[src/rtl/core/bdp_pkg.sv]
// Package for the binomial divisibility block: widths, stream layout, FSM states.
// No dependencies.
package bdp_pkg;

  localparam int VALUE_WIDTH = 64;
  localparam int PRIME_WIDTH = 16;
  localparam int CNT_WIDTH   = $clog2(VALUE_WIDTH);
  localparam int IN_TDATA_W  = ((2 * VALUE_WIDTH + 7) / 8) * 8;
  localparam int OUT_TDATA_W = 8;

  localparam logic [PRIME_WIDTH-1:0] BASE_MIN = PRIME_WIDTH'(2);

  typedef enum logic [1:0] {
    ST_IDLE,
    ST_DIGIT,
    ST_DIV,
    ST_EMIT
  } bdp_state_e;

endpackage

[src/rtl/core/binomial_divisibility_by_prime.sv]
// Lucas-test top level: bit-serial base-p digit split of two values, digit compare.
// Depends on bdp_pkg.
//
//  channel   dir  handshake               payload
//  s_axis    in   s_axis_tvalid/tready    tdata: upper_value, lower_value
//  m_axis    out  m_axis_tvalid/tready    tdata: divides_flag, digitwise_leq_flag
//  cfg       in   cfg_we_i                cfg_wdata_i: prime_base
//
// Each digit comes from the restoring divider (one quotient bit per cycle, both values
// in parallel) followed by a compare step; an item ends early when the values run out
// of digits or a digit exceeds. One item is in work at a time.
// Reset brings prime_base to 2 and empties the output register.
// The output register holds a result under stall while the next item is taken.
module binomial_divisibility_by_prime (
  input  logic                             clk_i,
  input  logic                             rst_ni,
  input  logic                             cfg_we_i,
  input  logic [bdp_pkg::PRIME_WIDTH-1:0]  cfg_wdata_i,
  input  logic                             s_axis_tvalid,
  output logic                             s_axis_tready,
  // [VALUE_WIDTH-1:0] upper_value, [2*VALUE_WIDTH-1:VALUE_WIDTH] lower_value
  input  logic [bdp_pkg::IN_TDATA_W-1:0]   s_axis_tdata,
  output logic                             m_axis_tvalid,
  input  logic                             m_axis_tready,
  // [0] divides_flag, [1] digitwise_leq_flag, rest zero
  output logic [bdp_pkg::OUT_TDATA_W-1:0]  m_axis_tdata
);
  import bdp_pkg::*;

  bdp_state_e             state_q, state_d;
  logic [PRIME_WIDTH-1:0] base_q;
  logic [VALUE_WIDTH-1:0] hi_q, hi_d, lo_q, lo_d;
  logic [PRIME_WIDTH-1:0] rhi_q, rhi_d, rlo_q, rlo_d;
  logic [CNT_WIDTH-1:0]   cnt_q, cnt_d;
  logic                   hit_q, hit_d;
  logic                   mvalid_q, mvalid_d;
  logic                   mhit_q, mhit_d;

  logic [PRIME_WIDTH:0]   hi_trial, lo_trial, base_ext;
  logic                   hi_ge, lo_ge;

  // config register, base below two acts as two
  always_ff @(posedge clk_i or negedge rst_ni) begin
    if (!rst_ni) begin
      base_q <= BASE_MIN;
    end else if (cfg_we_i) begin
      base_q <= (cfg_wdata_i < BASE_MIN) ? BASE_MIN : cfg_wdata_i;
    end
  end

  // one restoring-division step per value
  assign base_ext = {1'b0, base_q};
  assign hi_trial = {rhi_q, hi_q[VALUE_WIDTH-1]};
  assign lo_trial = {rlo_q, lo_q[VALUE_WIDTH-1]};
  assign hi_ge    = hi_trial >= base_ext;
  assign lo_ge    = lo_trial >= base_ext;

  always_comb begin
    state_d  = state_q;
    hi_d     = hi_q;
    lo_d     = lo_q;
    rhi_d    = rhi_q;
    rlo_d    = rlo_q;
    cnt_d    = cnt_q;
    hit_d    = hit_q;
    mvalid_d = mvalid_q && !m_axis_tready;
    mhit_d   = mhit_q;
    s_axis_tready = (state_q == ST_IDLE);

    case (state_q)
      ST_IDLE: begin
        if (s_axis_tvalid) begin
          hi_d    = s_axis_tdata[VALUE_WIDTH-1:0];
          lo_d    = s_axis_tdata[2*VALUE_WIDTH-1:VALUE_WIDTH];
          rhi_d   = '0;
          rlo_d   = '0;
          hit_d   = 1'b0;
          state_d = ST_DIGIT;
        end
      end
      ST_DIGIT: begin
        if (rlo_q > rhi_q) begin
          hit_d   = 1'b1;
          state_d = ST_EMIT;
        end else if (hi_q == '0 && lo_q == '0) begin
          state_d = ST_EMIT;
        end else begin
          rhi_d   = '0;
          rlo_d   = '0;
          cnt_d   = '0;
          state_d = ST_DIV;
        end
      end
      ST_DIV: begin
        rhi_d = hi_ge ? PRIME_WIDTH'(hi_trial - base_ext) : hi_trial[PRIME_WIDTH-1:0];
        rlo_d = lo_ge ? PRIME_WIDTH'(lo_trial - base_ext) : lo_trial[PRIME_WIDTH-1:0];
        hi_d  = {hi_q[VALUE_WIDTH-2:0], hi_ge};
        lo_d  = {lo_q[VALUE_WIDTH-2:0], lo_ge};
        cnt_d = cnt_q + CNT_WIDTH'(1);
        if (cnt_q == CNT_WIDTH'(VALUE_WIDTH - 1)) begin
          state_d = ST_DIGIT;
        end
      end
      ST_EMIT: begin
        if (!mvalid_q || m_axis_tready) begin
          mvalid_d = 1'b1;
          mhit_d   = hit_q;
          state_d  = ST_IDLE;
        end
      end
      default: begin
        state_d = ST_IDLE;
      end
    endcase
  end

  always_ff @(posedge clk_i or negedge rst_ni) begin
    if (!rst_ni) begin
      state_q  <= ST_IDLE;
      mvalid_q <= 1'b0;
    end else begin
      state_q  <= state_d;
      mvalid_q <= mvalid_d;
    end
  end

  always_ff @(posedge clk_i) begin
    hi_q   <= hi_d;
    lo_q   <= lo_d;
    rhi_q  <= rhi_d;
    rlo_q  <= rlo_d;
    cnt_q  <= cnt_d;
    hit_q  <= hit_d;
    mhit_q <= mhit_d;
  end

  assign m_axis_tvalid = mvalid_q;
  assign m_axis_tdata  = {{(OUT_TDATA_W - 2){1'b0}}, !mhit_q, mhit_q};

endmodule

[config.mk]
export PLATFORM = sky130hd
export DESIGN_NAME = binomial_divisibility_by_prime
export DESIGN_NICKNAME = d
export VERILOG_FILES = /design/src/rtl/core/bdp_pkg.sv /design/src/rtl/core/binomial_divisibility_by_prime.sv
export SDC_FILE = /design/constraint.sdc
export NUM_CORES = 1
export LEC_CHECK = 0
export ABC_CLOCK_PERIOD_IN_PS = 5300
export BUFFER_PORTS_ARGS = -buffer_cell sky130_fd_sc_hd__buf_2
export CAP_MARGIN = 30
export CORE_MARGIN = 1.5
export CORE_UTILIZATION = 45
export DETAILED_ROUTE_END_ITERATION = 8
export PLACE_DENSITY = 0.66
export SYNTH_ARGS = -nofsm -noshare
export SYNTH_HDL_FRONTEND = slang
export SYNTH_SLANG_ARGS = --single-unit
export TNS_END_PERCENT = 30
[constraint.sdc]
create_clock -name clk_i -period 5.3 [get_ports clk_i]
set_input_delay 0.53 -clock clk_i [delete_from_list [all_inputs] [get_ports clk_i]]
set_output_delay 0.53 -clock clk_i [all_outputs]
set_load 0.01 [all_outputs]
==> metrics <==
status finished, final reports clean; post-cts sizing count 0; setup TNS 0 ns; max incr delay on CP 0.87 ns; Ports 159; Pwr per Cell Area 680 nW/um^2; Post-Synth XOR/XNOR Area 1.95%; synthesized area per cell 9.52 sq um; final critical path time including I/O delays and setup 3.34 ns; Worst Setup Start Kind register; leading area contributor after synthesis edfxtp_1; worst setup path class reg -> reg; gr ovfl total 0; top cell type's share of synthesized area 48.8%; Post-DRT Antenna Nets 0; vias in the first global route 7545; htree depth 4; FFs w/ async S/R, synth 10.2%; core area 22600 sq um; Routed wire per std cell 16.0 um; largest cells by area after synthesis edfxtp_1 49%, nand2_1 15%, ha_1 5.9%; largest family of logic cells by synthesized area simple AND/OR/NAND/NOR gates; Seq/Total Area, Yosys 53.5%; Final nets 1420; number of diodes 0; share of cells above drive strength 1 17.0%; Post-Route WL 24.3 mm; worst slew pin tran 0.987 ns; Hold Violations, Final 0; total of max-cap violations 0; CTS tree done; WP buf/inv 1; arrival time at the worst endpoint 3.49 ns; Die Area 23900 sq um; largest net degree at the start of global routing 135; Final Skew 0.0158 ns; GP Congestion 0.829; setup violators final 0; post-synthesis mux area share 1.85%; #FFs+latches synth 187; drt via density 5.30; Setup Fix Bufs, Post-CTS 0; via count 8050; pre-CTS setup slack 2.00 ns; crit path max fanout 23; Slew headroom 34.2%; global-route wire length before repair 39.0 mm; area share of fa/ha/maj cells after synthesis 6.32%; DR iter-0 viols 551; Critical Path Sink Type register; Clock Path Buffers 2; Hold WC Path Type in -> async; Yosys Warn Count 0; register area 5520 sq um; area share of and/or/nand/nor cells after synthesis 24.0%; clk slew on worst S/H paths 0.08 ns; Slew Viols, Final 0; Area Growth Syn to Fin 15.6%; cells along the critical path inv_1 -> ha_1 -> nor2b_1 -> o31a_1 -> nor4_4 -> o31ai_2 -> a2111o_1 -> mux2i_1 -> nor2_1; clk sink count 187; main flop type after synthesis edfxtp_1; Post-synth EDFFs 168; Die Y 155 um; Worst path slowest cell a2111o_1; synth unique cells 63; multi-input logic area 4460 sq um; FILL cells 2109; unrepaired setup endpoints after global routing false; post-DP HPWL 17.5 mm; Final WS setup 1.96 ns; Buffers on Ports 152; Overall Global Routing Usage 20.7%; # rows 55; Mapped Area 10300 sq um; maximum VDD drop 0.366 mV; LEAKAGE 5.43 nW; fin crit share 62.9%; Hold-fix buffers, CTS 0; clock buffers created by TritonCTS 17; WP data required 5.45 ns; worst skew pair latency 0.44 ns; DRT Pass-1 Iters 5; # DRC 0; Post-Synthesis Cells 1085; Compound-Gate Fraction of Synth Area 8.65%; antenna violations before repair 0; die width 155 um; initial core utilization 45.8%; CTS Root Cell clkbuf_16; Max Clk Rate 300 MHz; cell family with most CP delay compound AO/OA/AOI/OAI gates
synthesized netlist by cell type (all sizes together) (6+ instances only):
master	count
o31ai	9
xor2	9
nor2b	12
a21oi	32
nor2	42
o21a	9
nor3	6
inv	46
ha	49
a21o	12
edfxtp	168
nand3	20
dfrtp	18
nand2	420
mux2i	18
buf	17
nand4	16
xnor2	14
nor4	40
or3	7
clkbuf	30
o21ai	37
path summary, 6_finish.rpt:
path	endpoint	cells after the start	slack, ns	start
hold / removal	base_q[8]$_DFFE_PN0P_	1	0.06	rst_ni
max in group asynchronous	base_q[1]$_DFFE_PN1P_	1	4.88	rst_ni
min in group clk_i	base_q[12]$_DFFE_PN0P_	3	0.31	cfg_wdata_i[12]
setup reg to reg	rhi_q[9]$_SDFFCE_PN0P_	9	1.96	base_q[1]$_DFFE_PN1P_
hold reg to reg	mhit_q$_DFFE_PP_	0	0.44	hit_q$_DFFE_PP_
setup / recovery	rhi_q[9]$_SDFFCE_PN0P_	9	1.96	base_q[1]$_DFFE_PN1P_
worst reg2reg max path: stages, from the launching register on:
cell,delay [ns]
dfstp_2,0.59
inv_1,0.08
ha_1,0.29
nor2b_1,0.17
o31a_1,0.26
nor4_4,0.08
o31ai_2,0.35
a2111o_1,0.87
mux2i_1,0.31
nor2_1,0.06
final cells by class:
class                   instances  share of cell area, %
well taps                     285                   2.99
clock buffers                  18                   3.59
multi-input cells             810                   37.3
repair buffers                158                   6.91
inverters                      46                   1.47
clock inverters                14                   1.51
flip-flops and latches        187                   46.2
routing by layer:
layer  vias up  GRT usage [%]  part of all wire (%)
li1       4039              -                     -
met1      3788           30.5                    48
met2       207           32.2                    46
met3        16           3.56                   5.1
met4         0           4.21                  0.87
met5         -              0                     0
per-stage QoR:
step	util (%)	std cells	total power (W)	instance area (sq um)	hold slack (ns)
6_report	52.9	1518	0.00813	11900	0.0568
4_1_cts	52.9	1518	0.00816	11900	0.0630
5_1_grt	52.9	1518	0.00877	11900	0.0770
3_3_place_gp	50.1	1485	0.00670	11300	0.426
3_5_place_dp	50.2	1486	0.00682	11300	0.422
2_1_floorplan	-	1090	0.00592	10300	0.234
flip-flops by register name, indices dropped and copies added (netlist names):
signal and cells:
m_axis_tvalid 1, hi_q 64, cnt_q 6, base_q 16, hit_q 1, state_q 2, rlo_q 16, rhi_q 16
mhit_q 1, lo_q 64
power by group:
| group | total, W | switching, W | internal [W] |
|---|---|---|---|
| Clock | 0.00131 | 0.000632 | 0.000681 |
| Combinational | 0.00360 | 0.00227 | 0.00133 |
| Sequential | 0.00322 | 0.000454 | 0.00276 |
placed cells by master, fill, tap and decap left out, drive strengths merged, types with 20 or more instances in the layout:
cell	count
nor4	40
buf	158
o21ai	37
a21oi	32
nor2	42
edfxtp	168
nand3	20
ha	49
inv	51
nand2	420
logic make-up after synthesis:
| family | after synthesis |
|---|---|
| adder cells (fa/ha/maj) | 51 |
| AND/OR/NAND/NOR | 580 |
| flip-flops | 187 |
| other | 1 |
| XOR/XNOR | 23 |
| AO/OA/AOI/OAI | 131 |
| buffers and inverters | 93 |
| multiplexers | 19 |
No activity file was read; power rests on OpenSTA's default activity.
